$ cat src/rtl/bmpru_pkg.sv
// ----------------------------------------------------------------------------
// bmpru_pkg: shared types and constants of the BMP row pixel unpacker
// Pixel format codes, configuration register indexes, field widths and the
// job record that travels from the front end to the back end.
// ----------------------------------------------------------------------------
package bmpru_pkg;

    // Defaults for the top-level parameters
    localparam int MAX_WIDTH_DEF     = 4096;
    localparam int PALETTE_DEPTH_DEF = 256;

    // Field widths fixed by the interface
    localparam int BYTE_W     = 8;
    localparam int RGB_W      = 24;
    localparam int WIDTH_W    = 13;   // image_width register and pixel x
    localparam int COLUMN_W   = 12;
    localparam int POS_W      = 14;   // byte position inside a row
    localparam int CNT_W      = 4;    // pixels per byte, 0..8
    localparam int PIX_K_W    = 3;    // pixel slot inside a byte, 0..7
    localparam int CFG_IDX_W  = 1;
    localparam int CFG_DATA_W = 13;

    // Queue between front and back
    localparam int QUEUE_DEPTH = 2;

    // Configuration register indexes
    localparam logic [CFG_IDX_W-1:0] CFG_PIXEL_FORMAT = 1'b0;
    localparam logic [CFG_IDX_W-1:0] CFG_IMAGE_WIDTH  = 1'b1;

    // Input item kinds
    localparam logic KIND_PALETTE = 1'b0;
    localparam logic KIND_PIXEL   = 1'b1;

    typedef enum logic [1:0] {
        FMT_1BPP  = 2'd0,
        FMT_4BPP  = 2'd1,
        FMT_8BPP  = 2'd2,
        FMT_24BPP = 2'd3
    } fmt_t;

    // One unit of work for the back end: a palette write or a pixel byte
    typedef struct packed {
        logic                   is_write;
        fmt_t                   fmt;
        logic [BYTE_W-1:0]      data;     // pixel byte, or palette index
        logic [WIDTH_W-1:0]     x0;       // column of the first pixel
        logic [CNT_W-1:0]       cnt;      // pixels to emit, at least one in a pixel job
        logic                   row_end;  // last pixel closes the row
        logic [RGB_W-1:0]       rgb;      // direct colour or palette entry
    } job_t;

endpackage

$ cat src/rtl/bmpru_front.sv
// ----------------------------------------------------------------------------
// bmpru_front: configuration, row tracking and request classification
// Holds the format and width registers, walks the byte position of a row,
// assembles 24 bpp pixels, queues palette writes and bytes that emit pixels.
// ----------------------------------------------------------------------------
module bmpru_front #(
    parameter int MAX_WIDTH = bmpru_pkg::MAX_WIDTH_DEF
) (
    input  logic                              aclk,
    input  logic                              aresetn,
    // configuration
    input  logic                              cfg_valid,
    output logic                              cfg_ready,
    input  logic [bmpru_pkg::CFG_IDX_W-1:0]   cfg_index,
    input  logic [bmpru_pkg::CFG_DATA_W-1:0]  cfg_data,
    // input requests
    input  logic                              s_valid,
    output logic                              s_ready,
    input  logic                              s_kind,
    input  logic [7:0]                        s_data_byte,
    input  logic [7:0]                        s_palette_index,
    input  logic [7:0]                        s_palette_red,
    input  logic [7:0]                        s_palette_green,
    input  logic [7:0]                        s_palette_blue,
    // job queue
    input  logic                              q_full,
    output logic                              q_push,
    output bmpru_pkg::job_t                   q_job
);

    localparam int WW    = bmpru_pkg::WIDTH_W;
    localparam int PW    = bmpru_pkg::POS_W;
    localparam int BITSW = WW + 5;
    localparam int WMAX_I = (MAX_WIDTH < (2**WW - 1)) ? MAX_WIDTH : (2**WW - 1);
    localparam logic [WW-1:0] WMAX = WW'(WMAX_I);

    bmpru_pkg::fmt_t      fmt_reg;
    logic [WW-1:0]        width_reg;
    logic [PW-1:0]        pos_reg,   pos_next;
    logic [1:0]           phase_reg, phase_next;
    logic [PW-1:0]        x24_reg,   x24_next;
    logic [7:0]           blue_reg,  blue_next;
    logic [7:0]           green_reg, green_next;

    logic [WW-1:0]        w_eff;
    logic [BITSW-1:0]     row_bits;
    logic [BITSW:0]       bits_round;
    logic [PW+1:0]        stride;
    logic [PW:0]          pos_inc;
    logic                 wrap;
    logic [PW+2:0]        x0_wide;
    logic                 pal_active;
    logic [WW-1:0]        rem;
    logic [3:0]           per;
    logic [3:0]           n_pal;
    logic                 direct_active;
    logic                 direct_emit;
    logic                 accept;
    logic                 pixel_acc;
    logic                 cfg_wr;
    bmpru_pkg::job_t      job;

    assign cfg_ready = 1'b1;
    assign cfg_wr    = cfg_valid;
    assign s_ready   = !q_full;
    assign accept    = s_valid && s_ready;
    assign pixel_acc = accept && (s_kind == bmpru_pkg::KIND_PIXEL);

    // Clamp the width into the supported range
    always_comb begin
        if (width_reg == '0) begin
            w_eff = WW'(1);
        end else if (width_reg > WMAX) begin
            w_eff = WMAX;
        end else begin
            w_eff = width_reg;
        end
    end

    // Row length in bits, then stride in bytes rounded up to 32-bit words
    always_comb begin
        unique case (fmt_reg)
            bmpru_pkg::FMT_1BPP:  row_bits = BITSW'(w_eff);
            bmpru_pkg::FMT_4BPP:  row_bits = BITSW'(w_eff) << 2;
            bmpru_pkg::FMT_8BPP:  row_bits = BITSW'(w_eff) << 3;
            default:              row_bits = (BITSW'(w_eff) << 4) + (BITSW'(w_eff) << 3);
        endcase
        bits_round = {1'b0, row_bits} + (BITSW+1)'(31);
        stride     = {bits_round[BITSW:5], 2'b00};
    end

    assign pos_inc = {1'b0, pos_reg} + (PW+1)'(1);
    assign wrap    = {1'b0, pos_inc} >= stride;

    // Palette modes: first column of this byte and pixel count
    always_comb begin
        unique case (fmt_reg)
            bmpru_pkg::FMT_1BPP: begin
                x0_wide = {pos_reg, 3'b000};
                per     = 4'd8;
            end
            bmpru_pkg::FMT_4BPP: begin
                x0_wide = {2'b00, pos_reg, 1'b0};
                per     = 4'd2;
            end
            default: begin
                x0_wide = {3'b000, pos_reg};
                per     = 4'd1;
            end
        endcase
        pal_active = x0_wide < (PW+3)'(w_eff);
        rem        = w_eff - x0_wide[WW-1:0];
        n_pal      = (rem >= WW'(per)) ? per : rem[3:0];
    end

    // 24 bpp: the third byte of a pixel inside the image emits it
    assign direct_active = x24_reg < PW'(w_eff);
    assign direct_emit   = direct_active && (phase_reg == 2'd2);

    // Build the job for the current request
    always_comb begin
        job          = '0;
        job.fmt      = fmt_reg;
        if (s_kind == bmpru_pkg::KIND_PALETTE) begin
            job.is_write = 1'b1;
            job.data     = s_palette_index;
            job.rgb      = {s_palette_red, s_palette_green, s_palette_blue};
        end else if (fmt_reg == bmpru_pkg::FMT_24BPP) begin
            job.data     = s_data_byte;
            job.x0       = x24_reg[WW-1:0];
            job.cnt      = direct_emit ? 4'd1 : 4'd0;
            job.row_end  = (x24_reg + PW'(1)) == PW'(w_eff);
            job.rgb      = {s_data_byte, green_reg, blue_reg};
        end else begin
            job.data     = s_data_byte;
            job.x0       = x0_wide[WW-1:0];
            job.cnt      = pal_active ? n_pal : 4'd0;
            job.row_end  = (rem == WW'(n_pal));
        end
    end

    assign q_job  = job;
    assign q_push = accept && (job.is_write || (job.cnt != '0));

    // Advance the row position state
    always_comb begin
        pos_next   = pos_reg;
        phase_next = phase_reg;
        x24_next   = x24_reg;
        blue_next  = blue_reg;
        green_next = green_reg;
        if (cfg_wr) begin
            pos_next   = '0;
            phase_next = '0;
            x24_next   = '0;
            blue_next  = '0;
            green_next = '0;
        end else if (pixel_acc) begin
            if (fmt_reg == bmpru_pkg::FMT_24BPP && direct_active) begin
                if (phase_reg == 2'd0) begin
                    blue_next = s_data_byte;
                end else if (phase_reg == 2'd1) begin
                    green_next = s_data_byte;
                end
                phase_next = (phase_reg == 2'd2) ? 2'd0 : phase_reg + 2'd1;
                x24_next   = (phase_reg == 2'd2) ? x24_reg + PW'(1) : x24_reg;
            end
            if (wrap) begin
                pos_next   = '0;
                phase_next = '0;
                x24_next   = '0;
            end else begin
                pos_next   = pos_inc[PW-1:0];
            end
        end
    end

    // Registers
    always_ff @(posedge aclk) begin
        if (!aresetn) begin
            fmt_reg   <= bmpru_pkg::FMT_24BPP;
            width_reg <= WW'(1);
            pos_reg   <= '0;
            phase_reg <= '0;
            x24_reg   <= '0;
            blue_reg  <= '0;
            green_reg <= '0;
        end else begin
            if (cfg_wr && cfg_index == bmpru_pkg::CFG_PIXEL_FORMAT) begin
                fmt_reg <= bmpru_pkg::fmt_t'(cfg_data[1:0]);
            end
            if (cfg_wr && cfg_index == bmpru_pkg::CFG_IMAGE_WIDTH) begin
                width_reg <= cfg_data[WW-1:0];
            end
            pos_reg   <= pos_next;
            phase_reg <= phase_next;
            x24_reg   <= x24_next;
            blue_reg  <= blue_next;
            green_reg <= green_next;
        end
    end

endmodule

$ cat config.mk
export PLATFORM = sky130hd
export DESIGN_NAME = bmpru_front
export DESIGN_NICKNAME = d
export VERILOG_FILES = /design/src/rtl/bmpru_pkg.sv /design/src/rtl/bmpru_front.sv
export SDC_FILE = /design/constraint.sdc
export NUM_CORES = 1
export LEC_CHECK = 0
export BUFFER_PORTS_ARGS = -buffer_cell sky130_fd_sc_hd__buf_2
export CAP_MARGIN = 25
export CORE_MARGIN = 2
export CORE_UTILIZATION = 35
export DETAILED_ROUTE_END_ITERATION = 7
export GPL_TIMING_DRIVEN = 0
export MAX_ROUTING_LAYER = met4
export SYNTH_ARGS = -nofsm -noshare
export SYNTH_HDL_FRONTEND = slang
export SYNTH_SLANG_ARGS = --single-unit
$ cat constraint.sdc
create_clock -name aclk -period 7.66 [get_ports aclk]
set_input_delay 1.149 -clock aclk [delete_from_list [all_inputs] [get_ports aclk]]
set_output_delay 1.149 -clock aclk [all_outputs]
set_load 0.005 [all_outputs]
==> impl_metrics.csv <==
group,metric,value,unit
yosys,synth-seq-cells,61,
worst_setup_path,r2r-end,"x24_reg[7]",
clock_network,clkLatencyLatePin,350,ps
timing,fmax,0.150,GHz
routing,viasPerCell,5.58,
yosys,netlist_area,6700,um^2
routing,totalWireLength,22200,um
floorplanning,die_h,142,um
placed_design,place_area,7560,um^2
worst_setup_path,crit_path_start_kind,"flop",
power,total_power,1.02,mW
worst_setup_path,worstPathArrival,5530,ps
placed_design,gp_congestion,0.994,
worst_setup_path,rrSetupSlack,1560,ps
yosys,ys_seq_area_frac,0.182,
floorplanning,start_util,0.357,
timing,layout_min_cycle_time,6680,ps
yosys,synth_fp_nets,1038,
worst_setup_path,critPathMaxFanout,10,
worst_setup_path,slowest_stage,"clkbuf_1",
timing,rsz0062_at_grt,"no",
clock_network,numClockSinks,61,
clock_network,post_cts_resize_count,0,
power,ir_worst_vdd,0.0000981,V
timing,slew_viol_final,0,
floorplanning,rows,50,
worst_setup_path,critPathKind,"flop to primary output",
hold_path,worstHoldStart,"blue_reg[0]",
clock_network,clk_transition_reported_paths,60,ps
timing,worstMarginPinSlew,829,ps
yosys,ys.flop_type,"dfxtp_1",
run_status,status,"finished clean",
worst_setup_path,critPathBufInv,8,
clock_network,cts_buffer_depth,2,
grt,grt_pass1_wl,35200,um
worst_setup_path,ff2ff_path_depth,18,
finish,final_cells,1279,
timing,period_share,0.873,
timing,setup_violations,0,
finish,layout-area-overhead-vs-synth,17.4,%
worst_setup_path,worst_ep_required_time,6510,ps
floorplanning,core,18800,um^2
yosys,synth_edf_count,0,
timing,fin_setup_tns,0,ps
routing,drt-initial-drc-count,469,
grt,grt_pass1_vias,6510,
timing,finClkSkew,9.65,ps
placed_design,dp_hpwl,17700,um
clock_network,post_cts_buffers,0,
placed_design,dp_cells,1263,
yosys,synth_cells,916,
yosys,synthArstFlopShare,0,
finish,finalInstanceArea,7870,um^2
worst_setup_path,cp_cell_sequence,"buf_2 > buf_2 > clkbuf_1 > clkbuf_1 > clkbuf_1 > a22oi_1 > inv_1 > ha_1 > nor2b_1 > o21a_1 > nor2_1 > xnor2_1 > ha_1 > a21oi_1 > inv_1 > nor4b_4 > a21oi_1 > o31a_1 > buf_2",
worst_setup_path,startpoint,"fmt_reg[1]",
routing,vias,7131,
yosys,ys_types,78,
hold_path,holdCritPathClass,"flop to flop",
routing,final_antenna_net_count,0,
power,p_leak,3.42,nW
worst_setup_path,r2r-start,"width_reg[12]",
grt,antenna_found_initial,0,
finish,antennaDiodeCount,0,
grt,grt-ovfl-total,0,
routing,drc_errors,0,
power,p_per_area,130,nW/um^2
finish,fillers,1964,
yosys,ys.warnings.count,0,
clock_network,cts_hold_buf,0,
finish,final_util,0.419,
clock_network,cts_buffers,9,
timing,finalHoldViolations,0,
clock_network,cts_tree,"done",
floorplanning,ios,116,
routing,wl_per_cell,17.3,um
finish,final_nets,1162,
worst_setup_path,cpPeakStageDelay,430,ps
flow_run,drv_cap,0,
placed_design,io_buffers,113,
floorplanning,fp.dieArea,20300,um^2
routing,first_pass_iters,5,
worst_setup_path,cp_top_family,"buffers and inverters",
yosys,syn_area_per_cell,7.31,um^2
clock_network,cts_root_buf,"clkbuf_16",
timing,max_slew_margin,0.442,
grt,grt_start_max_net_pins,14,
grt,track_usage,0.228,
worst_setup_path,end_kind,"primary output",
clock_network,h-tree-depth,3,
worst_setup_path,cp-endpoint,"q_push",
worst_setup_path,cp.depth,19,
finish,drive_above_1_share,0.160,
floorplanning,die_w,142,um
## logic make-up after synthesis
| group | after synthesis | share of synthesized area |
|---|---|---|
| flip-flops | 61 | 0.182 |
| adder cells (fa/ha/maj) | 62 | 0.118 |
| AND/OR/NAND/NOR | 337 | 0.243 |
| multiplexers | 37 | 0.0592 |
| AO/OA/AOI/OAI | 261 | 0.263 |
| XOR/XNOR | 54 | 0.0717 |
| other | 1 | 0.000560 |
| buffers and inverters | 103 | 0.0622 |
## cell usage after synthesis, drive strengths merged (7+ instances only)
library cell	instances	area, um^2
o21ai	48	252
buf	15	86.3
o2bb2ai	26	228
ha	60	751
and3	14	87.6
a21oi	61	305
nor2b	15	93.8
nor3	13	65.1
o211ai	13	97.6
clkbuf	40	150
a31oi	7	43.8
xnor2	34	298
mux2i	34	340
a211oi	7	52.6
a21o	13	97.6
nor4	8	80.1
nor2	71	274
a21boi	15	113
nand3	21	110
and2	11	68.8
o21a	13	97.6
nand2	145	547
inv	45	169
dfxtp	61	1220
o31ai	14	105
nand2b	10	62.6
xor2	20	183
## worst reg2reg max path: stages, from the launching register on
cell       delay (ps)
dfxtp_1           360
clkbuf_1          250
nor2b_1           610
ha_1              370
a211oi_1          300
o21bai_1          220
a221o_1           380
a31oi_1           260
xnor2_1           110
a221oi_1          480
and4bb_4          320
a21oi_1           150
ha_1              260
a2111oi_0         490
a31oi_1           180
a21o_1            260
a21oi_1           700
o211ai_1          200
o31ai_1           110
## how the worst min path moves through the flow
stage | endpoint | slack [ps] | depth (start not counted)
after detailed placement | blue_reg[6] | 450 | 2
final | blue_reg[0] | 460 | 2
after CTS | blue_reg[0] | 460 | 2
after global placement | blue_reg[3] | 440 | 2
after global routing | green_reg[4] | 480 | 2
after floorplan | blue_reg[0] | 430 | 2
## stage by stage
step | hold slack [ps] | setup slack [ps]
6_report | 460 | 976
3_5_place_dp | 451 | 1460
5_1_grt | 477 | 619
4_1_cts | 459 | 1060
2_1_floorplan | 435 | 2540
3_3_place_gp | 444 | 1490
## cell usage in the layout, fill, tap and decap left out, types with 5 or more instances in the layout
cell / instances
a211oi_1: 7
a21boi_0: 15
a21o_1: 13
a21oi_1: 61
a22o_1: 5
a22oi_1: 5
a31oi_1: 7
and2_1: 10
and3_1: 14
buf_2: 122
clkbuf_1: 40
clkbuf_16: 9
dfxtp_1: 61
ha_1: 60
inv_1: 43
mux2i_1: 34
nand2_1: 144
nand2b_1: 10
nand3_1: 20
nand3b_1: 6
nor2_1: 70
nor2b_1: 15
nor3_1: 13
nor4_1: 6
o2111ai_1: 5
o211ai_1: 13
o21a_1: 13
o21ai_0: 47
o22ai_1: 6
o2bb2ai_1: 26
o31ai_1: 14
or2_2: 5
xnor2_1: 34
xor2_1: 19
## report_power, final
| group | internal (mW) | leakage (nW) | switching [mW] |
|---|---|---|---|
| logic | 0.111 | 2.78 | 0.162 |
| registers | 0.322 | 0.493 | 0.00519 |
| clock network | 0.257 | 0.151 | 0.168 |
| total | 0.689 | 3.42 | 0.335 |
## cell type report
class	instances	area, um^2	share of cell area
inverter	48	180	0.0229
timing repair buffer	113	566	0.0719
clock buffer	9	225	0.0286
buffer	55	236	0.0301
multi-input combinational	752	5060	0.644
sequential	61	1220	0.155
tap	234	293	0.0372
clock inverter	7	82.6	0.0105
## per-layer routing
metal | up-vias | GRT usage | part of all wire
li1 | 3507 | - | -
met1 | 3370 | 0.317 | 0.47
met2 | 238 | 0.352 | 0.45
met3 | 16 | 0.0252 | 0.065
met4 | 0 | 0.0625 | 0.014
met5 | - | - | 0
Power figures use the tool's default switching activity.
