===== src/rtl/bmpru_pkg.sv =====
// ----------------------------------------------------------------------------
// bmpru_pkg: shared types and constants of the BMP row pixel unpacker
// Pixel format codes, configuration register indexes, field widths and the
// job record that travels from the front end to the back end.
// ----------------------------------------------------------------------------
package bmpru_pkg;

    // Defaults for the top-level parameters
    localparam int MAX_WIDTH_DEF     = 4096;
    localparam int PALETTE_DEPTH_DEF = 256;

    // Field widths fixed by the interface
    localparam int BYTE_W     = 8;
    localparam int RGB_W      = 24;
    localparam int WIDTH_W    = 13;   // image_width register and pixel x
    localparam int COLUMN_W   = 12;
    localparam int POS_W      = 14;   // byte position inside a row
    localparam int CNT_W      = 4;    // pixels per byte, 0..8
    localparam int PIX_K_W    = 3;    // pixel slot inside a byte, 0..7
    localparam int CFG_IDX_W  = 1;
    localparam int CFG_DATA_W = 13;

    // Queue between front and back
    localparam int QUEUE_DEPTH = 2;

    // Configuration register indexes
    localparam logic [CFG_IDX_W-1:0] CFG_PIXEL_FORMAT = 1'b0;
    localparam logic [CFG_IDX_W-1:0] CFG_IMAGE_WIDTH  = 1'b1;

    // Input item kinds
    localparam logic KIND_PALETTE = 1'b0;
    localparam logic KIND_PIXEL   = 1'b1;

    typedef enum logic [1:0] {
        FMT_1BPP  = 2'd0,
        FMT_4BPP  = 2'd1,
        FMT_8BPP  = 2'd2,
        FMT_24BPP = 2'd3
    } fmt_t;

    // One unit of work for the back end: a palette write or a pixel byte
    typedef struct packed {
        logic                   is_write;
        fmt_t                   fmt;
        logic [BYTE_W-1:0]      data;     // pixel byte, or palette index
        logic [WIDTH_W-1:0]     x0;       // column of the first pixel
        logic [CNT_W-1:0]       cnt;      // pixels to emit, at least one in a pixel job
        logic                   row_end;  // last pixel closes the row
        logic [RGB_W-1:0]       rgb;      // direct colour or palette entry
    } job_t;

endpackage


===== src/rtl/bmpru_queue.sv =====
// ----------------------------------------------------------------------------
// bmpru_queue: job queue between front and back end
// A small register FIFO so that request intake and pixel output stall
// independently of each other.
// ----------------------------------------------------------------------------
module bmpru_queue (
    input  logic              aclk,
    input  logic              aresetn,
    input  logic              push,
    input  bmpru_pkg::job_t   push_job,
    output logic              full,
    input  logic              pop,
    output logic              head_valid,
    output bmpru_pkg::job_t   head_job
);

    localparam int DEPTH = bmpru_pkg::QUEUE_DEPTH;
    localparam int PTR_W = (DEPTH > 1) ? $clog2(DEPTH) : 1;
    localparam int CNT_W = $clog2(DEPTH + 1);

    bmpru_pkg::job_t     entry_reg [DEPTH];
    logic [PTR_W-1:0]    wr_ptr_reg, wr_ptr_next;
    logic [PTR_W-1:0]    rd_ptr_reg, rd_ptr_next;
    logic [CNT_W-1:0]    count_reg,  count_next;
    logic                do_push, do_pop;

    assign full       = count_reg == CNT_W'(DEPTH);
    assign head_valid = count_reg != '0;
    assign head_job   = entry_reg[rd_ptr_reg];
    assign do_push    = push && !full;
    assign do_pop     = pop && head_valid;

    // Step a pointer with wrap at the queue depth
    function automatic logic [PTR_W-1:0] step_ptr(input logic [PTR_W-1:0] ptr);
        step_ptr = (ptr == PTR_W'(DEPTH - 1)) ? '0 : ptr + PTR_W'(1);
    endfunction

    always_comb begin
        wr_ptr_next = do_push ? step_ptr(wr_ptr_reg) : wr_ptr_reg;
        rd_ptr_next = do_pop  ? step_ptr(rd_ptr_reg) : rd_ptr_reg;
        count_next  = count_reg;
        if (do_push && !do_pop) begin
            count_next = count_reg + CNT_W'(1);
        end else if (do_pop && !do_push) begin
            count_next = count_reg - CNT_W'(1);
        end
    end

    // Control state
    always_ff @(posedge aclk) begin
        if (!aresetn) begin
            wr_ptr_reg <= '0;
            rd_ptr_reg <= '0;
            count_reg  <= '0;
        end else begin
            wr_ptr_reg <= wr_ptr_next;
            rd_ptr_reg <= rd_ptr_next;
            count_reg  <= count_next;
        end
    end

    // Entry storage
    always_ff @(posedge aclk) begin
        if (do_push) begin
            entry_reg[wr_ptr_reg] <= push_job;
        end
    end

endmodule


===== config.mk =====
export PLATFORM = sky130hd
export DESIGN_NAME = bmpru_queue
export DESIGN_NICKNAME = d
export VERILOG_FILES = /design/src/rtl/bmpru_pkg.sv /design/src/rtl/bmpru_queue.sv
export SDC_FILE = /design/constraint.sdc
export NUM_CORES = 1
export LEC_CHECK = 0
export BUFFER_PORTS_ARGS = -buffer_cell sky130_fd_sc_hd__buf_2
export CAP_MARGIN = 40
export CORE_MARGIN = 1
export CORE_UTILIZATION = 40
export CTS_CLUSTER_DIAMETER = 100
export DETAILED_ROUTE_END_ITERATION = 8
export PLACE_DENSITY_LB_ADDON = 0.3
export SLEW_MARGIN = 20
export SYNTH_ARGS = -nofsm -noshare
export SYNTH_HDL_FRONTEND = slang
export SYNTH_SLANG_ARGS = --single-unit

===== constraint.sdc =====
create_clock -name aclk -period 3.75 [get_ports aclk]
set_input_delay 0.75 -clock aclk [delete_from_list [all_inputs] [get_ports aclk]]
set_output_delay 0.75 -clock aclk [all_outputs]
set_load 0.01 [all_outputs]

==> results of run 1 <==
cell type report:
type	count	area, sq um
multi-input cells	71	733
clock buffers	9	124
fillers	865	4860
clock inverters	7	55.1
repair buffers	116	593
inverters	2	7.51
flip-flops and latches	111	3280
well taps	133	166
per-layer routing:
layer	global-route usage	vias to the layer above	share of wire	routed length, microns
met3	0.0319	8	0.068	442
met4	0.0585	0	0.012	77
met2	0.207	77	0.49	3190
li1	-	979	-	-
met1	0.156	1007	0.43	2800
met5	0	-	0	0
metrics by stage:
step           utilization  std cells  setup slack (ns)  area [sq um]  hold slack [ns]
2_1_floorplan            -        190             0.373          4060            0.479
3_5_place_dp         0.487        433              1.39          4780            0.522
6_report             0.505        449              1.08          4960            0.543
4_1_cts              0.505        449             0.990          4960            0.536
3_3_place_gp         0.487        433              1.40          4780            0.505
5_1_grt              0.505        449             0.927          4960            0.550
power by group:
part	switching, W	internal [W]	leakage (nW)	total [W]
clock	0.000390	0.000250	0.0919	0.000640
combinational	0.000412	0.000403	0.722	0.000814
sequential	0.0000758	0.00156	1.03	0.00163
final timing paths:
| kind | start | to |
|---|---|---|
| hold reg to reg | count_reg[1] | count_reg[1] |
| setup / recovery | register | head_job[8] |
| hold / removal | count_reg[1] | count_reg[1] |
| setup reg to reg | count_reg[0] | entry_reg[1][2] |
cell families after synthesis:
logic type / share of synthesized area
xor gates and xnor gates: 0.00647
and+or+nand+nor: 0.0142
muxes: 0.147
adders and majority gates: 0.00308
DFF: 0.809
AOI/OAI and AO/OA: 0.00801
buffers and inverters: 0.0123
Yosys cell counts:
cell type,instances
a21boi_1,1
or3_1,1
edfxtp_1,106
nor2_1,1
buf_2,1
nor3_2,1
a21boi_0,1
mux2_2,53
xnor2_1,2
or2_2,1
and3_1,1
ha_1,1
o21ai_0,1
and2_1,3
o21ai_1,1
dfxtp_1,5
inv_1,1
xor2_1,1
inv_2,1
nand2b_1,1
o21a_1,1
buf_4,5
worst max-delay path, stage by stage, from the launching register on:
cell and delay (ns):
dfxtp_2 0.69, buf_4 0.36, mux2_2 0.37, buf_2 0.14
==> reports/results.ini, run 1 <==
[status]
outcome=finished, final reports clean

[floorplan]
die_w_microns=103
core_sq_um=9820
die_h_microns=103
die_area_sq_um=10600
rows=36
initial_core_util=0.413
boundaryPins=112

[sta]
timing.slew.headroom=0.518
drv_slew=0
fmax_ghz=0.375
clock_skew_ns=0.0127
fin_crit_ns=2.67
fin_crit_sh=0.711
rsz0062_at_grt=false
worst_slew_pin_slew_ns=0.724
setup_viol=0
hold_viol_final=0
finalSetupTns_ns=0

[synth]
synth_seq_cells=111
yosysTopAreaCellShare=0.784
synth_cell_types=22
syn-instance-count=190
synth_top_area_cell=edfxtp_1
ys_seq_area_frac=0.809
yosysWarnings=0
syn_avg_cell_area_sq_um=21.4
synth_area_sq_um=4060
synth_area_leaders=edfxtp_1, mux2_2, dfxtp_1
syn_nets=248

[worst_setup_path]
regToRegSetupSlack_ns=1.98
reg2reg_depth=3
arrival_ns=1.92
crit_fanout=22
worstSetupPathType=register to output pin
critPathRequiredTime_ns=3.00
end_kind=output pin
critPathLaunchType=register

[clocking]
cts.clk_slew.worst_paths_ns=0.09
cts_resized=0
cts_setup_buffers=0
cts_hold_buf=0
cts-root-buf=clkbuf_8
cts_sinks=111
clock_path_buffers=2
numCtsBuffers=9
htreeDepth=3
clkLatencyLatePin_ns=0.35
cts_tree=built

[power]
fin_total_pwr_w=0.00309
ir_worst_vdd_uv=332
power_density_nw_per_um2=622
power.leakage_nw=1.85

[global_route]
gr-total-overflow=0
grt_max_degree=54
grt_pass1_wl_mm=9.58
grt_pass1_vias=2008
antenna_found_initial=0
track_usage=0.126

[drt]
routed_wl_mm=6.51
dr.pass1.iters=4
drtIter0Drc=62
drt-vias-per-instance=4.61
num_vias=2071
wl_per_cell_microns=14.5
ant_nets=0
drc=0

[cells_and_area]
drive_above_1_share=0.601
final_cell_mix=buf_2, edfxtp_1, mux2_2
diodes=0
mostFrequentLayoutCell=buf_2
nNetsFinal=369
syn2layout_area_growth_pct=22.3
largest_reg_flops=106

[place]
dp_hpwl_mm=4.22
gp_congestion=0.618
port_buffers=111

[flow_run]
maxCapViolCount=0

[hold_path]
hold_depth=2
worst_hold_path_type=register to register

Note: power is estimated with default switching activity, not from simulation.
==> inputs of run 2 (changes only) <==
==> constraint.sdc (replaced) <==
create_clock -name aclk -period 2.38 [get_ports aclk]
set_input_delay 0.476 -clock aclk [delete_from_list [all_inputs] [get_ports aclk]]
set_output_delay 0.476 -clock aclk [all_outputs]
set_load 0.01 [all_outputs]
==> reports/results.ini, run 2 (synthesis gave the netlist of run 1 again) <==
[status]
outcome=finished, final reports clean  ; unchanged

[sta]
fin_crit_ns=2.12
worst_slew_pin_slew_ns=0.458  ; was 0.724 ns
clock_skew_ns=0.00950  ; was 0.0127 ns
timing.slew.headroom=0.695  ; was 0.518
timing.final.ws_setup_ns=0.263  ; was 1.08 ns
finalSetupTns_ns=0  ; unchanged
hold_viol_final=0  ; unchanged
fin_crit_sh=0.889
setup_viol=0  ; unchanged
fmax_ghz=0.472
drv_slew=0  ; unchanged
rsz0062_at_grt=false  ; unchanged

[clocking]
cts_hold_buf=0  ; unchanged
clkLatencyLatePin_ns=0.36  ; was 0.35 ns
htreeDepth=3  ; unchanged
cts.clk_slew.worst_paths_ns=0.10  ; was 0.09 ns
cts-root-buf=clkbuf_8  ; unchanged
clock_path_buffers=2  ; unchanged
cts_setup_buffers=0  ; unchanged
numCtsBuffers=9  ; unchanged
cts_tree=built  ; unchanged
cts_resized=0  ; unchanged
cts_sinks=111  ; unchanged

[power]
ir_worst_vdd_uv=673  ; was 332 uV
power_density_nw_per_um2=995  ; was 622 nW/um^2
fin_total_pwr_w=0.00497  ; was 0.00309 W
power.leakage_nw=1.86  ; was 1.85 nW

[place]
dp_slack_ns=0.620  ; was 1.39 ns
dpl_cell_area_sq_um=4790  ; was 4780 sq um
dp_hpwl_mm=4.22  ; about the same
port_buffers=111  ; unchanged
gp_congestion=0.631  ; was 0.618

[global_route]
grt_pass1_wl_mm=9.84  ; was 9.58 mm
grt_busiest_layer=met2  ; unchanged
track_usage=0.129  ; was 0.126
grt_max_degree=35  ; was 54
antenna_found_initial=0  ; unchanged
met2_usage=0.214  ; was 0.207
gr-total-overflow=0  ; unchanged
use_met1=0.153  ; was 0.156
met3_usage=0.0271  ; was 0.0319
grt_pass1_vias=2098  ; was 2008

[worst_setup_path]
worstSetupPathType=register to output pin  ; unchanged
critPathSlowestCell=mux2_2  ; was dfxtp_2
end_kind=output pin  ; unchanged
critPathRequiredTime_ns=1.90  ; was 3.00 ns
cp_cell_sequence=buf_4 > mux2_2 > buf_2  ; unchanged
critPathLaunchType=register  ; unchanged
crit_fanout=34  ; was 22
crit_path_max_incr_delay_ns=0.40  ; was 0.69 ns
arrival_ns=1.64  ; was 1.92 ns

[cells_and_area]
finalInstanceArea_sq_um=4990  ; was 4960 sq um
post-route-util=0.509  ; was 0.505
largest_reg_flops=106  ; unchanged
final_cell_mix=buf_2, edfxtp_1, mux2_2  ; unchanged
nNetsFinal=370  ; was 369
diodes=0  ; unchanged
drive_above_1_share=0.596  ; was 0.601
fill_cells=841  ; was 865
mostFrequentLayoutCell=buf_2  ; unchanged
syn2layout_area_growth_pct=23.0  ; was 22.3%

[drt]
ant_nets=0  ; unchanged
dr.pass1.iters=4  ; unchanged
drt-vias-per-instance=4.57  ; was 4.61
num_vias=2057  ; was 2071
drc=0  ; unchanged
drtIter0Drc=30  ; was 62
wl_per_cell_microns=14.4  ; was 14.5 microns
routed_wl_mm=6.49  ; was 6.51 mm

[floorplan]
die_h_microns=103  ; unchanged
die_area_sq_um=10600  ; unchanged
initial_core_util=0.413  ; unchanged
die_w_microns=103  ; unchanged
core_sq_um=9820  ; unchanged
rows=36  ; unchanged
boundaryPins=112  ; unchanged

[flow_run]
maxCapViolCount=0  ; unchanged

[hold_path]
worst_hold_path_type=primary input to register  ; was register to register

==> run 2: power by group <==
part	leakage, nW	switching, W	internal [W]	total (W)
Combinational	0.727	0.000692	0.000638	0.00133
Sequential	1.03	0.0000686	0.00245	0.00252
Clock	0.0996	0.000574	0.000544	0.00112
==> run 2: area by class of cell <==
type / count / area, sq um / area share
Clock buffer: 13 / 159 / 0.0318
Clock inverter: 3 / 42.5 / 0.00852
Inverter: 2 / 7.51 / 0.00150
Multi-Input combinational cell: 71 / 733 / 0.147
Sequential cell: 111 / 3280 / 0.658
Tap cell: 133 / 166 / 0.0333
Timing Repair Buffer: 117 / 601 / 0.120
==> run 2: critical path, delay by kind of cell (launching register included) <==
| kind | cells | cell delay [ns] |
|---|---|---|
| buffers and inverters | 2 | 0.53 |
| DFF | 1 | 0.33 |
| muxes | 1 | 0.40 |
==> run 2: path summary, 6_finish.rpt <==
| check | endpoint | depth (start not counted) | from | slack [ns] |
|---|---|---|---|---|
| setup reg to reg | count_reg[1] | 6 | count_reg[0] | 0.79 |
| setup / recovery | head_job[33] | 3 | register | 0.26 |
| hold / removal | entry_reg[0][32] | 1 | push_job[32] | 0.30 |
| hold reg to reg | count_reg[1] | 2 | count_reg[1] | 0.53 |
==> run 2: layer usage <==
metal  vias to the layer above  wire length (microns)
li1                        979                      -
met1                      1002                   2780
met2                        64                   3260
met3                        12                    272
met4                         0                    182
met5                         -                      0
==> run 2: per-stage QoR <==
step           hold slack (ns)  instances
2_1_floorplan            0.479        190
3_3_place_gp             0.500        434
3_5_place_dp             0.513        434
4_1_cts                  0.268        450
5_1_grt                  0.271        450
6_report                 0.296        450
==> inputs of run 3 (changes only) <==
--- a/config.mk
+++ b/config.mk
@@ -5,6 +5,7 @@
 export SDC_FILE = /design/constraint.sdc
 export NUM_CORES = 1
 export LEC_CHECK = 0
+export ABC_AREA = 1
 export BUFFER_PORTS_ARGS = -buffer_cell sky130_fd_sc_hd__buf_2
 export CAP_MARGIN = 40
 export CORE_MARGIN = 1
==> reports/results.ini, run 3 <==
[cells_and_area]
drive_above_1_share=0.571  ; was 0.596
final_cell_mix=buf_2, edfxtp_1, mux2_4  ; was buf_2, edfxtp_1, mux2_2
nNetsFinal=383  ; was 370
syn2layout_area_growth_pct=20.2  ; was 23.0%
mostFrequentLayoutCell=buf_2  ; unchanged
largest_reg_flops=106  ; unchanged
finalInstanceArea_sq_um=5200  ; was 4990 sq um
final_cell_count_no_fill=465  ; was 450
diodes=0  ; unchanged

[synth]
synth_commonest_cells=edfxtp_1, mux2_4, nor2_1  ; was edfxtp_1, mux2_2, buf_4, dfxtp_1, and2_1
yosysMostFrequentCell=edfxtp_1  ; unchanged
yosysWarnings=0  ; unchanged
yosysTopAreaCellShare=0.736  ; was 0.784
syn_nets=260  ; was 248
async_reset_ff_frac=0  ; unchanged
synth-edff-count=106  ; unchanged
syn-instance-count=202  ; was 190
synth_cell_types=16  ; was 22
synth_top_area_cell=edfxtp_1  ; unchanged
synth_area_leaders=edfxtp_1, mux2_4, buf_12  ; was edfxtp_1, mux2_2, dfxtp_1
synth_seq_cells=111  ; unchanged
synth_top_flop_cell=edfxtp_1  ; unchanged
ys_seq_area_frac=0.759  ; was 0.809
syn_avg_cell_area_sq_um=21.4  ; about the same
synth_area_sq_um=4320  ; was 4060 sq um

[clocking]
numCtsBuffers=9  ; unchanged
cts_hold_buf=0  ; unchanged
cts-root-buf=clkbuf_8  ; unchanged
htreeDepth=3  ; unchanged
cts_sinks=111  ; unchanged
cts_setup_buffers=0  ; unchanged
clkLatencyLatePin_ns=0.36  ; about the same
cts_tree=built  ; unchanged
clock_path_buffers=2  ; unchanged
cts_resized=0  ; unchanged
cts.clk_slew.worst_paths_ns=0.10  ; about the same

[floorplan]
initial_core_util=0.415  ; was 0.413
die_w_microns=106  ; was 103 microns
die_area_sq_um=11200  ; was 10600 sq um
boundaryPins=112  ; unchanged
core_sq_um=10400  ; was 9820 sq um
die_h_microns=106  ; was 103 microns
rows=37  ; was 36

[drt]
drc=0  ; unchanged
drtIter0Drc=74  ; was 30
num_vias=2119  ; was 2057
wl_per_cell_microns=14.7  ; was 14.4 microns
drt-vias-per-instance=4.56  ; was 4.57
routed_wl_mm=6.86  ; was 6.49 mm
dr.pass1.iters=5  ; was 4
ant_nets=0  ; unchanged

[sta]
drv_slew=0  ; unchanged
fin_crit_ns=2.20  ; was 2.12 ns
setup_viol=0  ; unchanged
rsz0062_at_grt=false  ; unchanged
clock_skew_ns=0.00818  ; was 0.00950 ns
fmax_ghz=0.454  ; was 0.472 GHz
hold_viol_final=0  ; unchanged
timing.slew.headroom=0.687  ; was 0.695
fin_crit_sh=0.926  ; was 0.889
worst_slew_pin_slew_ns=0.469  ; was 0.458 ns

[worst_setup_path]
worstSetupPathType=register to output pin  ; unchanged
arrival_ns=1.73  ; was 1.64 ns
critPathRequiredTime_ns=1.90  ; about the same
critPathLaunchType=register  ; unchanged
end_kind=output pin  ; unchanged
crit_fanout=23  ; was 34
crit_path_max_incr_delay_ns=0.64  ; was 0.40 ns
cp_cell_sequence=buf_4 > mux2_4 > buf_2  ; was buf_4 > mux2_2 > buf_2
critPathSlowestCell=dfxtp_4  ; was mux2_2

[place]
dpl_cell_area_sq_um=5030  ; was 4790 sq um
gp_congestion=0.698  ; was 0.631
port_buffers=111  ; unchanged
dp_hpwl_mm=4.47  ; was 4.22 mm
dp_cells=450  ; was 434

[global_route]
gr-total-overflow=0  ; unchanged
antenna_found_initial=1  ; was 0
grt_pass1_vias=2226  ; was 2098
grt_pass1_wl_mm=10.7  ; was 9.84 mm
track_usage=0.129  ; about the same
grt_max_degree=54  ; was 35

[power]
power.leakage_nw=2.06  ; was 1.86 nW
ir_worst_vdd_uv=446  ; was 673 uV
power_density_nw_per_um2=952  ; was 995 nW/um^2

[flow_run]
maxCapViolCount=0  ; unchanged

[status]
outcome=finished, final reports clean  ; unchanged

[hold_path]
worst_hold_path_type=primary input to register  ; unchanged

[run 3: final cells by class]
class                      instances  area, sq um
clock buffer                      10          128
clock inverter                     5         35.0
fill                             894         5220
inverter                           8         30.0
multi-input combinational         77          915
sequential                       111         3290
tap                              136          170
timing repair buffer             118          633
[run 3: power breakdown]
| group | internal [W] | leakage, nW | switching (W) |
|---|---|---|---|
| clock network | 0.000378 | 0.0841 | 0.000594 |
| logic | 0.000720 | 0.944 | 0.000651 |
| registers | 0.00247 | 1.03 | 0.000138 |
[run 3: metal layers]
metal | GRT usage | share of wire | vias to the layer above
met5 | 0 | 0.0019 | -
met1 | 0.147 | 0.42 | 1021
met3 | 0.0527 | 0.065 | 9
li1 | - | - | 1015
met2 | 0.218 | 0.51 | 72
met4 | 0.0476 | 0.0086 | 2
[run 3: cell families (layout without fill, tap and decap cells)]
kind of cell / after synthesis / in the layout / synth area share
simple gates: 18 / 18 / 0.0165
compound gates: 5 / 5 / 0.00723
fa+ha+maj: 1 / 1 / 0.00289
buf+inv: 14 / 141 / 0.0327
mux: 53 / 53 / 0.181
flops: 111 / 111 / 0.759
[run 3: final timing paths]
| kind | start | end | slack, ns | cells past startpoint |
|---|---|---|---|---|
| setup / recovery | register | head_job[45] | 0.18 | 3 |
| hold / removal | push_job[11] | entry_reg[0][11] | 0.29 | 1 |
| setup reg to reg | count_reg[1] | count_reg[1] | 0.80 | 9 |
| hold reg to reg | rd_ptr_reg | register | 0.54 | 2 |
[run 3: per-stage QoR]
stage / hold slack (ns) / worst slack [ns] / utilization / setup TNS (ns) / power, W
5_1_grt: 0.255 / 0.0834 / 0.499 / 0 / 0.00521
3_5_place_dp: 0.512 / 0.532 / 0.483 / 0 / 0.00406
6_report: 0.295 / 0.176 / 0.499 / 0 / 0.00495
2_1_floorplan: 0.467 / -0.848 / - / -89.90 / 0.00364
3_3_place_gp: 0.478 / 0.540 / 0.483 / 0 / 0.00402
4_1_cts: 0.273 / 0.115 / 0.499 / 0 / 0.00503
[run 3: critical path: cells and delay by family, from the launching register on]
kind                   cells  cell delay (ns)
muxes                      1             0.31
buffers and inverters      2             0.42
DFF                        1             0.64
